===== config.mk =====
export PLATFORM = sky130hd
export DESIGN_NAME = crc16_packet_deframer_top
export DESIGN_NICKNAME = d
export VERILOG_FILES = /design/src/hdl/cpd_pkg.sv /design/src/hdl/cpd_regs.sv /design/src/hdl/crc16_packet_deframer_top.sv
export SDC_FILE = /design/constraint.sdc
export NUM_CORES = 1
export LEC_CHECK = 0
export ABC_AREA = 1
export BUFFER_PORTS_ARGS = -buffer_cell sky130_fd_sc_hd__clkbuf_2
export CORE_MARGIN = 1.5
export CORE_UTILIZATION = 55
export DETAILED_ROUTE_END_ITERATION = 6
export GPL_TIMING_DRIVEN = 1
export PLACE_DENSITY_LB_ADDON = 0.05
export SYNTH_ARGS = -nofsm -noshare
export SYNTH_HDL_FRONTEND = slang
export SYNTH_SLANG_ARGS = --single-unit

===== constraint.sdc =====
create_clock -name clk -period 4.9 [get_ports clk]
set_clock_uncertainty 0.05 [all_clocks]
set_input_delay 0.98 -clock clk [delete_from_list [all_inputs] [get_ports clk]]
set_output_delay 0.98 -clock clk [all_outputs]
set_load 0.005 [all_outputs]

===== src/hdl/cpd_pkg.sv =====
package cpd_pkg;

  localparam int ByteW = 8;
  localparam int CrcW  = 16;
  localparam int AddrW = 3;
  localparam int DataW = 32;

  localparam logic [2:0] ST_HUNT    = 3'd0;
  localparam logic [2:0] ST_SOP     = 3'd1;
  localparam logic [2:0] ST_TYPE    = 3'd2;
  localparam logic [2:0] ST_LEN     = 3'd3;
  localparam logic [2:0] ST_CRCLO   = 3'd4;
  localparam logic [2:0] ST_PAYLOAD = 3'd5;

  localparam logic [CrcW-1:0]  CRC_INIT         = 16'hFFFF;
  localparam logic [ByteW-1:0] START_BYTE_RESET = 8'hA1;
  localparam logic [ByteW-1:0] MAX_LENGTH_RESET = 8'd200;

  localparam logic REG_START_BYTE = 1'b0;
  localparam logic REG_MAX_LENGTH = 1'b1;

  typedef struct packed {
    logic [ByteW-1:0] start_byte;
    logic [ByteW-1:0] max_length;
  } cfg_t;

  // MCRF4XX byte update of the CRC-16.
  function automatic logic [CrcW-1:0] crc_step(input logic [ByteW-1:0] in_byte,
                                               input logic [CrcW-1:0]  crc);
    logic [ByteW-1:0] b;
    b = in_byte ^ crc[7:0];
    b = b ^ {b[3:0], 4'h0};
    crc_step = {b, crc[15:8]} ^ {12'h000, b[7:4]} ^ {5'b00000, b, 3'b000};
  endfunction

endpackage


===== src/hdl/cpd_regs.sv =====
module cpd_regs (
  input  logic                     clk,
  input  logic                     rst,
  input  logic                     psel,
  input  logic                     penable,
  input  logic                     pwrite,
  input  logic [cpd_pkg::AddrW-1:0] paddr,
  input  logic [cpd_pkg::DataW-1:0] pwdata,
  output logic [cpd_pkg::DataW-1:0] prdata,
  output logic                     pready,
  output cpd_pkg::cfg_t            cfg
);

  logic wr_en;

  assign pready = 1'b1;
  assign wr_en  = psel & penable & pwrite;

  always_ff @(posedge clk) begin
    if (rst) begin
      cfg.start_byte <= cpd_pkg::START_BYTE_RESET;
      cfg.max_length <= cpd_pkg::MAX_LENGTH_RESET;
    end else if (wr_en) begin
      unique case (paddr[2])
        cpd_pkg::REG_START_BYTE: cfg.start_byte <= pwdata[cpd_pkg::ByteW-1:0];
        cpd_pkg::REG_MAX_LENGTH: cfg.max_length <= pwdata[cpd_pkg::ByteW-1:0];
        default: ;
      endcase
    end
  end

  always_comb begin
    unique case (paddr[2])
      cpd_pkg::REG_START_BYTE: prdata = {24'h000000, cfg.start_byte};
      cpd_pkg::REG_MAX_LENGTH: prdata = {24'h000000, cfg.max_length};
      default:                 prdata = '0;
    endcase
  end

endmodule


===== src/hdl/crc16_packet_deframer_top.sv =====
// Channel  Dir  Data                                          Side bits
// s_*      in   tdata[7:0] rx_byte                            -
// m_*      out  tdata: payload_byte, payload_index,           tuser: payload_valid, crc_ok
//                      packet_type, packet_length             tlast: packet_end
// APB      in   start_byte at 0x0, max_length at 0x4          -
//
// Each byte is held in the input register and then decoded into the result register;
// the frame state, stored fields and running CRC update in that same cycle.
// One byte per cycle is sustained while m_tready stays high. Bytes with no result (hunt,
// start, type, length, CRC low, CRC high if length is nonzero) are absorbed silently.
// A stalled result register stops the input register, which then drops s_tready.
// Reset is synchronous and returns the block to hunting with the default registers.
module crc16_packet_deframer_top (
  input  logic                      clk,
  input  logic                      rst,
  input  logic                      s_tvalid,
  output logic                      s_tready,
  input  logic [7:0]                s_tdata,   // [7:0] rx_byte
  output logic                      m_tvalid,
  input  logic                      m_tready,
  output logic [31:0]               m_tdata,   // [7:0] payload_byte, [15:8] payload_index,
                                               // [23:16] packet_type, [31:24] packet_length
  output logic                      m_tlast,   // packet_end
  output logic [1:0]                m_tuser,   // [0] payload_valid, [1] crc_ok
  input  logic                      psel,
  input  logic                      penable,
  input  logic                      pwrite,
  input  logic [cpd_pkg::AddrW-1:0] paddr,
  input  logic [cpd_pkg::DataW-1:0] pwdata,
  output logic [cpd_pkg::DataW-1:0] prdata,
  output logic                      pready
);

  cpd_pkg::cfg_t cfg;

  logic       in_valid;
  logic [7:0] in_byte;
  logic       advance;

  logic [2:0]  frame_state, frame_state_next;
  logic [7:0]  stored_type, stored_type_next;
  logic [7:0]  stored_length, stored_length_next;
  logic [15:0] received_crc, received_crc_next;
  logic [15:0] running_crc, running_crc_next;
  logic [7:0]  byte_count, byte_count_next;

  logic        res_valid;
  logic        res_payload;
  logic        res_end;
  logic        res_ok;
  logic [7:0]  res_index;
  logic [7:0]  res_type;
  logic [7:0]  res_length;
  logic [15:0] crc_upd;
  logic [15:0] rcrc_full;

  cpd_regs u_regs (
    .clk     (clk),
    .rst     (rst),
    .psel    (psel),
    .penable (penable),
    .pwrite  (pwrite),
    .paddr   (paddr),
    .pwdata  (pwdata),
    .prdata  (prdata),
    .pready  (pready),
    .cfg     (cfg)
  );

  assign advance  = in_valid & (~m_tvalid | m_tready);
  assign s_tready = ~in_valid | advance;

  always_ff @(posedge clk) begin
    if (rst) begin
      in_valid <= 1'b0;
    end else if (s_tvalid && s_tready) begin
      in_valid <= 1'b1;
    end else if (advance) begin
      in_valid <= 1'b0;
    end
  end

  always_ff @(posedge clk) begin
    if (s_tvalid && s_tready) begin
      in_byte <= s_tdata;
    end
  end

  assign crc_upd   = cpd_pkg::crc_step(in_byte, running_crc);
  assign rcrc_full = {in_byte, received_crc[7:0]};

  always_comb begin
    frame_state_next   = frame_state;
    stored_type_next   = stored_type;
    stored_length_next = stored_length;
    received_crc_next  = received_crc;
    running_crc_next   = running_crc;
    byte_count_next    = byte_count;
    res_valid   = 1'b0;
    res_payload = 1'b0;
    res_end     = 1'b0;
    res_ok      = 1'b0;
    res_index   = '0;
    res_type    = '0;
    res_length  = '0;
    unique case (frame_state)
      cpd_pkg::ST_SOP: begin
        stored_type_next = in_byte;
        running_crc_next = crc_upd;
        frame_state_next = cpd_pkg::ST_TYPE;
      end
      cpd_pkg::ST_TYPE: begin
        if (in_byte <= cfg.max_length) begin
          stored_length_next = in_byte;
          running_crc_next   = crc_upd;
          frame_state_next   = cpd_pkg::ST_LEN;
        end
      end
      cpd_pkg::ST_LEN: begin
        received_crc_next = {8'h00, in_byte};
        frame_state_next  = cpd_pkg::ST_CRCLO;
      end
      cpd_pkg::ST_CRCLO: begin
        received_crc_next = rcrc_full;
        frame_state_next  = cpd_pkg::ST_PAYLOAD;
        if (stored_length == 8'h00) begin
          res_valid  = 1'b1;
          res_end    = 1'b1;
          res_type   = stored_type;
          res_ok     = (running_crc == rcrc_full);
          frame_state_next   = cpd_pkg::ST_HUNT;
          stored_type_next   = '0;
          stored_length_next = '0;
          received_crc_next  = '0;
          running_crc_next   = cpd_pkg::CRC_INIT;
          byte_count_next    = '0;
        end
      end
      cpd_pkg::ST_PAYLOAD: begin
        res_valid        = 1'b1;
        res_payload      = 1'b1;
        res_index        = byte_count;
        running_crc_next = crc_upd;
        byte_count_next  = byte_count + 8'd1;
        if (byte_count_next == stored_length) begin
          res_end    = 1'b1;
          res_type   = stored_type;
          res_length = stored_length;
          res_ok     = (crc_upd == received_crc);
          frame_state_next   = cpd_pkg::ST_HUNT;
          stored_type_next   = '0;
          stored_length_next = '0;
          received_crc_next  = '0;
          running_crc_next   = cpd_pkg::CRC_INIT;
          byte_count_next    = '0;
        end
      end
      default: begin
        frame_state_next   = (in_byte == cfg.start_byte) ? cpd_pkg::ST_SOP : cpd_pkg::ST_HUNT;
        stored_type_next   = '0;
        stored_length_next = '0;
        received_crc_next  = '0;
        running_crc_next   = cpd_pkg::CRC_INIT;
        byte_count_next    = '0;
      end
    endcase
  end

  always_ff @(posedge clk) begin
    if (rst) begin
      frame_state   <= cpd_pkg::ST_HUNT;
      stored_type   <= '0;
      stored_length <= '0;
      received_crc  <= '0;
      running_crc   <= cpd_pkg::CRC_INIT;
      byte_count    <= '0;
    end else if (advance) begin
      frame_state   <= frame_state_next;
      stored_type   <= stored_type_next;
      stored_length <= stored_length_next;
      received_crc  <= received_crc_next;
      running_crc   <= running_crc_next;
      byte_count    <= byte_count_next;
    end
  end

  always_ff @(posedge clk) begin
    if (rst) begin
      m_tvalid <= 1'b0;
    end else if (advance) begin
      m_tvalid <= res_valid;
    end else if (m_tready) begin
      m_tvalid <= 1'b0;
    end
  end

  always_ff @(posedge clk) begin
    if (advance) begin
      m_tdata <= {res_length, res_type, res_index, res_payload ? in_byte : 8'h00};
      m_tlast <= res_end;
      m_tuser <= {res_ok, res_payload};
    end
  end

endmodule


# Word-level counts from Yosys, hierarchy flattened
# Cells that the tools add are included.
[word_totals]
register_bits = 120
[classes]
addsub = 1
order_cmp = 1
n_eq_ne = 12
mux = 35
bitwise = 17
n_reduce_logical = 18
[op_table]
columns = ["op", "count"]
rows = [
  ["two-way mux 16 bit", 5],
  ["one-hot mux 16 bit (5 select lines)", 1],
  ["one-hot mux 16 bit (4 select lines)", 1],
  ["one-hot mux 32 bit (2 select lines)", 1],
  ["one-hot mux 8 bit (4 select lines)", 2],
  ["two-way mux 8 bit", 6],
  ["== test 16 bit", 2],
  ["one-hot mux 8 bit (3 select lines)", 1],
  ["== test 8 bit", 2],
  ["one-hot mux 8 bit (2 select lines)", 1],
  ["bitwise XOR 16 x 11 -> 16 bit", 1],
  ["bitwise XOR 16 x 4 -> 16 bit", 1],
  ["bitwise XOR 8 bit", 2],
  ["one-hot mux 3 bit (5 select lines)", 1],
  ["AND reduction 4 bit", 3],
  ["two-way mux 1 bit", 10],
  ["two-way mux 3 bit", 3],
  ["AND reduction 3 bit", 3],
  ["adder 8 x 1 -> 8 bit (second input constant)", 1],
  ["<= comparator 8 bit", 1],
  ["zero test 8 bit", 1],
  ["NOT 1 bit", 8],
  ["== test 3 x 2 -> 1 bit (second input constant)", 2],
  ["== test 3 bit (second input constant)", 2],
  ["11 further kinds", 23],
]

# Logic depth before layout (Yosys ltp)
# Gate-level depths: netlist of run 1.
[logic_depth]
word_depth = 7
mapped_depth = 17
ltp_nobuf = 15

# Modules after synthesis
# A second synthesis of run 1 with hierarchy kept.
[hier_totals]
hier_cells = 937
area_unflattened_um2 = 6731.5
[by_module_without_submodules]
columns = ["mod", "n_inst", "cells_per_inst", "area_per_inst_um2", "seq_area_each_um2"]
rows = [
  ["crc16_packet_deframer_top", 1, 790, 5736.8, 2512.4],
  ["cpd_regs", 1, 147, 994.7, 320.3],
]

# Least setup slack after synthesis of run 1
# No wires, ideal clock.
[synth_path]
kind = "input port to flip-flop"
startpoint = "input m_tready"
endpoint = "register received_crc[0]"
arrival_ns = 2.969
t_required_ns = 4.778
setup_slack_ns = 1.809
path_stages = 8
path_buffers = 2
cell_sequence = "inv_1 nand2_1 nand2_1 inv_1 buf_2 clkbuf_1 nand4_1 a21oi_1"
[synth_via]
elab_chain_cells = 3
[synth_lines]
columns = ["item", "line", "rtl"]
rows = [
  ["start: declaration", "crc16_packet_deframer_top.sv:20", "input logic m_tready,"],
  ["OR 1 bit", "crc16_packet_deframer_top.sv:70", "assign advance = in_valid & (~m_tvalid | m_tready);"],
  ["AND 1 bit", "crc16_packet_deframer_top.sv:70", ""],
  ["via advance", "crc16_packet_deframer_top.sv:38", "logic advance;"],
  ["AND reduction 4 bit (no line)", "n/a", ""],
  ["end signal: assignment", "crc16_packet_deframer_top.sv:181", "received_crc <= received_crc_next;"],
  ["end: declaration", "crc16_packet_deframer_top.sv:43", "logic [15:0] received_crc, received_crc_next;"],
]
# The timed path passes the listed nets, and every way through them passes these cells.
# A chain may end at the register's enable or synchronous reset.

# Final worst setup path of run 1
[layout_path]
startpoint = "register in_byte[7]"
endpoint = "register running_crc[6]"
[layout_via]
elab_chain_cells = 3
[layout_lines]
columns = ["item", "line", "rtl"]
rows = [
  ["start: declaration", "crc16_packet_deframer_top.sv:37", "logic [7:0] in_byte;"],
  ["start signal: assignment", "crc16_packet_deframer_top.sv:85", "in_byte <= s_tdata;"],
  ["<= comparator 8 bit", "crc16_packet_deframer_top.sv:113", "if (in_byte <= cfg.max_length) begin"],
  ["inequality test 2 bit (no line)", "n/a", ""],
  ["AND reduction 4 bit (no line)", "n/a", ""],
  ["end signal: assignment", "crc16_packet_deframer_top.sv:175", "running_crc <= cpd_pkg::CRC_INIT;"],
  ["end signal: assignment", "crc16_packet_deframer_top.sv:182", "running_crc <= running_crc_next;"],
  ["end: declaration", "crc16_packet_deframer_top.sv:44", "logic [15:0] running_crc, running_crc_next;"],
]
# Every way passes these cells.

==> metrics.md, run 1 <==
| Metric | Value |
|---|---|
| Commonest non-fill, non-tap cell in the layout | nand2_1 |
| Power Dens Cells | roughly 350 nW/um^2 |
| Setup_tns | 0 ns |
| Status | complete, no violations |
| Die ar. | 12500 sq um |
| Hold_buf cts | 0 |
| Vias in the first global route | about 5500 |
| RSZ-0062 raised after global routing | false |
| Overflow after GRT | 0 |
| Final hold violation count | 0 |
| Avg WL per Cell | 15.0 um |
| Post-synth EDFFs | 43 |
| Port-buffer cells | a little under 70 |
| R2R Path Start | in_byte[7] |
| Tmin final | between 3 and 4 ns |
| Slew HR | a little over a third |
| CTS Sinks | 120 |
| Routed wire length | around 17 mm |
| Final Cycle Share | between 60% and 70% |
| Worst Setup Start Kind | flop |
| DP HPWL | about 12 mm |
| WP data required | 5.16 ns |
| TritonCTS clock tree | built |
| Most frequent cells in the layout | nand2_1 (246), nor2_1 (98), inv_1 (94) |
| Row count | 39 |
| # DRC | 0 |
| Via count | roughly 6000 |
| Clock Tree Root | clkbuf_16 |
| DR iter-0 viols | 464 |
| Starting Density | a little under three fifths |
| Drt first pass iters | 5 |
| Final instance area | roughly 7400 sq um |
| Total of max-cap violations | 0 |
| Fin nets | about 1000 |
| Hold Path Sink | stored_type[5] |
| DP Area | 6810 sq um |
| Worst-path clk slew | roughly 0.05 ns |
| Antenna cells | 0 |
| Initial antenna violation count | 0 |
| Syn Area/Cell | ~7.4 sq um |
| Slew @ Worst Pin | 0.966 ns |
| Netlist cell types | 39 |
| Final setup violation count | 0 |
| FF-to-FF End | running_crc[6] |
| Max Freq | ~0.32 GHz |
| Seq/Total Area, Yosys | 43.4% |
| R2R Setup Slk | 1.81 ns |
| Total core area | between 10000 and 15000 sq um |
| VDD IR max | 0.307 mV |
| # IOs | 120 |
| Syn Inst Count | a little under 900 |
| Main synth FF type | dfxtp_1 |
| Hold Crit Depth | 2 |
| ANT nets after route | 0 |
| CP endpoint kind | flop |
| Hold wc startpoint | stored_type[5] |
| Final Max Slew Viols | 0 |
| Layout cell share with drive strength beyond 1 | a little over an eighth |
| HP Class | flop to flop |
| Clk Latency, worst-skew pair | between 0.4 and 0.5 ns |
| H-tree levels | 4 |
| CP max FO | 22 |
| Area Overhead vs Synth | 13.1% |
| Largest net degree at the start of global routing | 42 |
| Async S/R FF share, synth | 0% |
| CTS resizes | 0 |
| Die Y | approximately 110 um |
| Die X | around 110 um |
| Worst Path Class, Setup | flop to flop |
| GPL Wtd Cong | 0.997 |
| CTS buffer count | 17 |
| Post-synthesis register bit count | 120 |
| Buffer count from post-CTS setup fixing | 0 |
| Global Route Usage Sum | 26.9% |
| Via/cell ratio | approximately 5.4 |
| Worst R2R Path Depth | 9 |
| YS warnings | 0 |
| Syn Std Cell Area | approximately 6500 sq um |
| First-pass GRT wire length | approximately 27 mm |
| Clock Path Buffers | 2 |
| Arrival time worst endpoint | approximately 3.4 ns |
| Leakage | 3.34 nW |
-- critical path, cell delays in order (launching register included) --
cell and delay (ns):
edfxtp_1 0.55, ha_1 0.40, a21oi_1 0.16, o21ai_0 0.12, o21ai_0 0.58, nand3_2 0.34, inv_2 0.40, nand2_1 0.17
o22ai_1 0.13, nand2_1 0.06
-- per-layer routing --
layer / global-route usage (%) / vias up / routed length, um / part of all wire [%]
met3: 6.10 / 31 / 1200 / 7.3
met4: 11.1 / 0 / 367 / 2.2
met5: 0 / - / 0 / 0
met2: 44.3 / 252 / 7850 / 48
li1: - / 2950 / - / -
met1: 34.2 / 2744 / 7100 / 43
-- worst max path at each step --
stage | from | endpoint | slack, ns
floorplan | m_tready | received_crc[0] | 1.81
global placement | rst | frame_state[1] | 1.81
detailed placement | rst | frame_state[1] | 1.77
CTS | in_byte[7] | running_crc[10] | 1.83
global route | in_byte[0] | running_crc[4] | 1.60
finish | in_byte[7] | running_crc[6] | 1.81
-- cell usage after synthesis (2+ instances only) --
master,n,area share (%)
nor2_1,98,5.6
nand2_2,10,0.96
xnor2_1,11,1.5
xor2_1,10,1.3
clkinv_1,2,0.12
o21ai_1,3,0.23
inv_1,95,5.5
dfxtp_1,77,24
o22ai_1,8,0.77
o21ai_0,44,3.4
clkbuf_1,17,0.98
nor2_4,3,0.52
conb_1,2,0.12
nand3_2,4,0.61
nand2_1,246,14
ha_1,11,2.1
buf_4,26,3.0
nor4_1,2,0.19
edfxtp_1,43,20
a21oi_1,50,3.8
o211ai_1,2,0.23
o21bai_1,4,0.46
nand4_1,23,2.2
nor2_2,7,0.67
nand3_1,58,4.5
buf_6,3,0.52
nor3_1,13,1.0
buf_2,4,0.31
-- power by group --
part	switching [mW]	total, mW	internal, mW	leakage (nW)
clock network	0.433	1.20	0.768	0.276
registers	0.0336	1.10	1.07	1.05
logic	0.215	0.313	0.0981	2.01
-- flip-flops by register name, indices dropped and copies added (netlist names) --
signal         flops
running_crc       16
m_tvalid           1
stored_length      8
m_tuser            2
frame_state        3
in_byte            8
u_regs.cfg        16
in_valid           1
m_tdata           32
m_tlast            1
byte_count         8
stored_type        8
received_crc      16
-- cells by family (layout without fill, tap and decap cells) --
family | after synthesis | in the layout | synth area share [%]
buffers and inverters | 149 | 200 | 10.7
other | 2 | 25 | 0.115
AND/OR/NAND/NOR | 469 | 469 | 31.4
AO/OA/AOI/OAI | 115 | 115 | 9.38
adder cells (fa/ha/maj) | 11 | 11 | 2.11
XOR/XNOR | 21 | 21 | 2.82
flip-flops | 120 | 120 | 43.4
-- layout make-up --
| cell class | instances | area [sq um] |
|---|---|---|
| well taps | 143 | 179 |
| flip-flops and latches | 120 | 2830 |
| repair buffers | 70 | 355 |
| clock inverters | 9 | 98.8 |
| multi-input cells | 641 | 3070 |
| clock buffers | 23 | 468 |
| fillers | 1031 | 4090 |
| inverters | 98 | 368 |
-- stage by stage --
| stage | setup slack (ns) | total power, mW | hold slack [ns] | util [%] | std cells |
|---|---|---|---|---|---|
| after floorplan | 1.81 | 1.35 | 0.389 | - | 910 |
| final | 1.81 | 2.62 | 0.409 | 64.3 | 1104 |
| after global routing | 1.60 | 2.72 | 0.429 | 64.3 | 1104 |
| after detailed placement | 1.77 | 1.43 | 0.406 | 59.4 | 1072 |
| after global placement | 1.81 | 1.42 | 0.400 | 59.4 | 1072 |
| after CTS | 1.83 | 2.62 | 0.412 | 64.3 | 1104 |
(Power assumes the default switching activity.)
==> run 2, diff against run 1 <==
--- a/config.mk
+++ b/config.mk
@@ -5,7 +5,7 @@
 export SDC_FILE = /design/constraint.sdc
 export NUM_CORES = 1
 export LEC_CHECK = 0
-export ABC_AREA = 1
+export ABC_AREA = 0
 export BUFFER_PORTS_ARGS = -buffer_cell sky130_fd_sc_hd__clkbuf_2
 export CORE_MARGIN = 1.5
 export CORE_UTILIZATION = 55
==> constraint.sdc (replaced) <==
create_clock -name clk -period 3 [get_ports clk]
set_clock_uncertainty 0.05 [all_clocks]
set_input_delay 0.6 -clock clk [delete_from_list [all_inputs] [get_ports clk]]
set_output_delay 0.6 -clock clk [all_outputs]
set_load 0.005 [all_outputs]
==> run 2 against run 1 <==
Die area shrank 3.3%. Critical path depth stayed put. Utilization grew 4.5 points. Sequential power is 57% higher. Flip-flop and latch count did not move. Largest cell class unchanged. Largest power group unchanged.
==> metrics.md, run 2 <==
| Metric | Value |
|---|---|
| Status | complete, no violations (unchanged) |
| DR iter-0 viols | 275 (was 464) |
| Slew @ Worst Pin | 0.809 ns (was 0.966 ns) |
| Via/cell ratio | 5.57 (was 5.41) |
| Cells along the critical path | ha_4, nand3_4, or3_1, a2111o_1, or4_4, buf_4, a211oi_2, buf_6, mux2i_1 (was ha_1, a21oi_1, o21ai_0, o21ai_0, nand3_2, inv_2, nand2_1, o22ai_1, nand2_1) |
| Die X | 110 um (was 112 um) |
| CP endpoint kind | flop (unchanged) |
| Final Max Slew Viols | 0 (unchanged) |
| Largest net degree at the start of global routing | 41 (was 42) |
| RSZ-0062 raised after global routing | false (unchanged) |
| Slew HR | 45.7% (was 35.1%) |
| Area leader, netlist | dfxtp_1 (unchanged) |
| Area Overhead vs Synth | 20.0% (was 13.1%) |
| Post-synth top cells | nand2_1 (100), dfxtp_1 (77), xnor2_1 (50) (was nand2_1 (246), nor2_1 (98), inv_1 (95)) |
| Initial antenna violation count | 0 (unchanged) |
| Final Cycle Share | 95.7% (was 63.2%) |
| Post-synth EDFFs | 43 (unchanged) |
| Avg WL per Cell | 16.4 um (was 15.0 um) |
| Starting Density | 57.3% (was 56.9%) |
| Pwr Total | 4.14 mW (was 2.62 mW) |
| CP peak stage delay | 0.52 ns (was 0.58 ns) |
| Setup_tns | 0 ns (unchanged) |
| Slowest CP cell | or4_4 (was o21ai_0) |
| Tmin final | 2.87 ns (was 3.09 ns) |
| Die ar. | 12100 sq um (was 12500 sq um) |
| Top-count cell post-synth | nand2_1 (unchanged) |
| HP Class | input port to flop (was flop to flop) |
| Synth top area share | 24.5% (was 23.6%) |
| TritonCTS clock tree | built (unchanged) |
| DP HPWL | 10.4 mm (was 12.0 mm) |
| Commonest non-fill, non-tap cell in the layout | nand2_1 (unchanged) |
| CTS buffer count | 17 (unchanged) |
| Async S/R FF share, synth | 0% (unchanged) |
| Main synth FF type | dfxtp_1 (unchanged) |
| Row count | 38 (was 39) |
| Fin nets | 811 (was 1009) |
| VDD IR max | 0.598 mV (was 0.307 mV) |
| Overflow after GRT | 0 (unchanged) |
| Clock Tree Root | clkbuf_16 (unchanged) |
| ANT nets after route | 0 (unchanged) |
| Syn Inst Count | 658 (was 887) |
| Number of flip-flops in the largest register | 32 (unchanged) |
| GPL Wtd Cong | 0.879 (was 0.997) |
| Crit path max-delay family | simple AND/OR/NAND/NOR gates (was compound AO/OA/AOI/OAI gates) |
| Port-buffer cells | 68 (unchanged) |
| Via count | 5032 (was 5977) |
| Final hold violation count | 0 (unchanged) |
| H-tree levels | 4 (unchanged) |
| CP max FO | 8 (was 22) |
| Max Freq | 0.348 GHz (was 0.323 GHz) |
| CTS Sinks | 120 (unchanged) |
| First-pass GRT wire length | 23.9 mm (was 26.6 mm) |
| Top post-synthesis cells by area | dfxtp_1 (24%), edfxtp_1 (21%), mux2i_1 (7.0%) (was dfxtp_1 (24%), edfxtp_1 (20%), nand2_1 (14%)) |
| Antenna cells | 0 (unchanged) |
| Leakage | 2.93 nW (was 3.34 nW) |
| Seq/Total Area, Yosys | 45.0% (was 43.4%) |
| Die Y | 110 um (was 112 um) |
| Worst Setup Start Kind | flop (unchanged) |
| Bufs and invs on worst path | 2 (was 1) |
| Vias in the first global route | 4888 (was 5545) |
| Layout cell share with drive strength beyond 1 | 20.7% (was 13.2%) |
| Hold_buf cts | 0 (unchanged) |
| Total of max-cap violations | 0 (unchanged) |
| Syn Std Cell Area | 6300 sq um (was 6520 sq um) |
| Global Route Usage Sum | 26.2% (was 26.9%) |
| Syn Area/Cell | 9.57 sq um (was 7.35 sq um) |
| WP data required | 3.28 ns (was 5.16 ns) |
| Routed wire length | 14.8 mm (was 16.5 mm) |
| Arrival time worst endpoint | 3.15 ns (was 3.35 ns) |
| Power Dens Cells | 547 nW/um^2 (was 355 nW/um^2) |
| Worst-path clk slew | 0.06 ns (was 0.05 ns) |
| YS warnings | 0 (unchanged) |
| Post-synthesis register bit count | 120 (unchanged) |
| Netlist cell types | 57 (was 39) |
| Drt first pass iters | 5 (unchanged) |
| Final setup violation count | 0 (unchanged) |
| Largest Register | m_tdata (unchanged) |
| # IOs | 120 (unchanged) |
| Clock Path Buffers | 2 (unchanged) |
| # DRC | 0 (unchanged) |
| Worst Path Class, Setup | flop to flop (unchanged) |
| WHS | 0.313 ns (was 0.409 ns) |
| Clk Latency, worst-skew pair | 0.41 ns (was 0.42 ns) |
| Total core area | 11000 sq um (was 11500 sq um) |
| Most frequent cells in the layout | nand2_1 (100), dfxtp_1 (76), clkbuf_2 (68) (was nand2_1 (246), nor2_1 (98), inv_1 (94)) |
-- run 2: cell count changes after synthesis, sizes merged, moves of 41 or more --
cell   change
nand2    -157
o21ai     -41
nor2      -68
inv       -75
mux2i     +44
nand3     -52
-- run 2: power by group --
group	switching, mW	internal (mW)	total [mW]
Sequential	0.0213	1.71	1.73
Combinational	0.171	0.128	0.299
Clock	0.735	1.37	2.11
-- run 2: what timing repair did --
| action | in CTS | in global routing |
|---|---|---|
| endpoints found under the setup margin | 1 | 20 |
| setup buffers | 1 | 0 |
| gates resized for setup | 0 | 4 |
| pin swaps | 2 | 2 |
-- run 2: worst register-to-register path, stage by stage (launching register included) --
cell and delay, ns:
dfxtp_1 0.37, ha_4 0.18, nand3_4 0.07, or3_1 0.38, a2111o_1 0.40, or4_4 0.52
buf_4 0.19, a211oi_2 0.24, buf_6 0.18, mux2i_1 0.22
-- run 2: layer usage --
metal,vias to the layer above,GRT usage (%),share of wire [%]
met5,-,0,0
met4,0,9.18,1.7
met3,23,5.82,4.9
met2,148,45.6,50
met1,2426,32.0,44
li1,2435,-,-
-- run 2: cell families (layout without fill, tap and decap cells) --
family	after synthesis	count (layout)	synth area share, %
and+or+nand+nor	255	255	20.2
muxes	53	53	8.60
buffers and inverters	76	158	6.22
DFF	120	120	45.0
AOI/OAI and AO/OA	72	72	8.12
xor gates and xnor gates	69	69	9.59
other	2	25	0.119
adders and majority gates	11	11	2.19
-- run 2: final timing paths --
kind | start | to | slack [ns] | cells after the start
setup / recovery | byte_count[0] | received_crc[2] | 0.13 | 9
hold / removal | s_tdata[1] | in_byte[1] | 0.31 | 1
setup reg to reg | byte_count[0] | received_crc[2] | 0.13 | 9
hold reg to reg | stored_type[7] | stored_type[7] | 0.41 | 2
-- run 2: layout make-up --
| cell class | count | area [sq um] |
|---|---|---|
| clock buffers | 21 | 470 |
| clock inverters | 11 | 146 |
| fillers | 866 | 3420 |
| inverters | 21 | 78.8 |
| multi-input cells | 485 | 3180 |
| flip-flops and latches | 120 | 2830 |
| well taps | 140 | 175 |
| repair buffers | 105 | 672 |
-- run 2: stage by stage --
step	utilization [%]	std cells	instance area [sq um]	worst slack (ns)
floorplan	-	681	6400	-0.0144
global placement	63.0	870	6920	0.111
detailed placement	63.0	870	6920	0.0190
CTS	68.7	903	7540	0.0352
global route	68.8	903	7560	0.00111
finish	68.8	903	7560	0.129
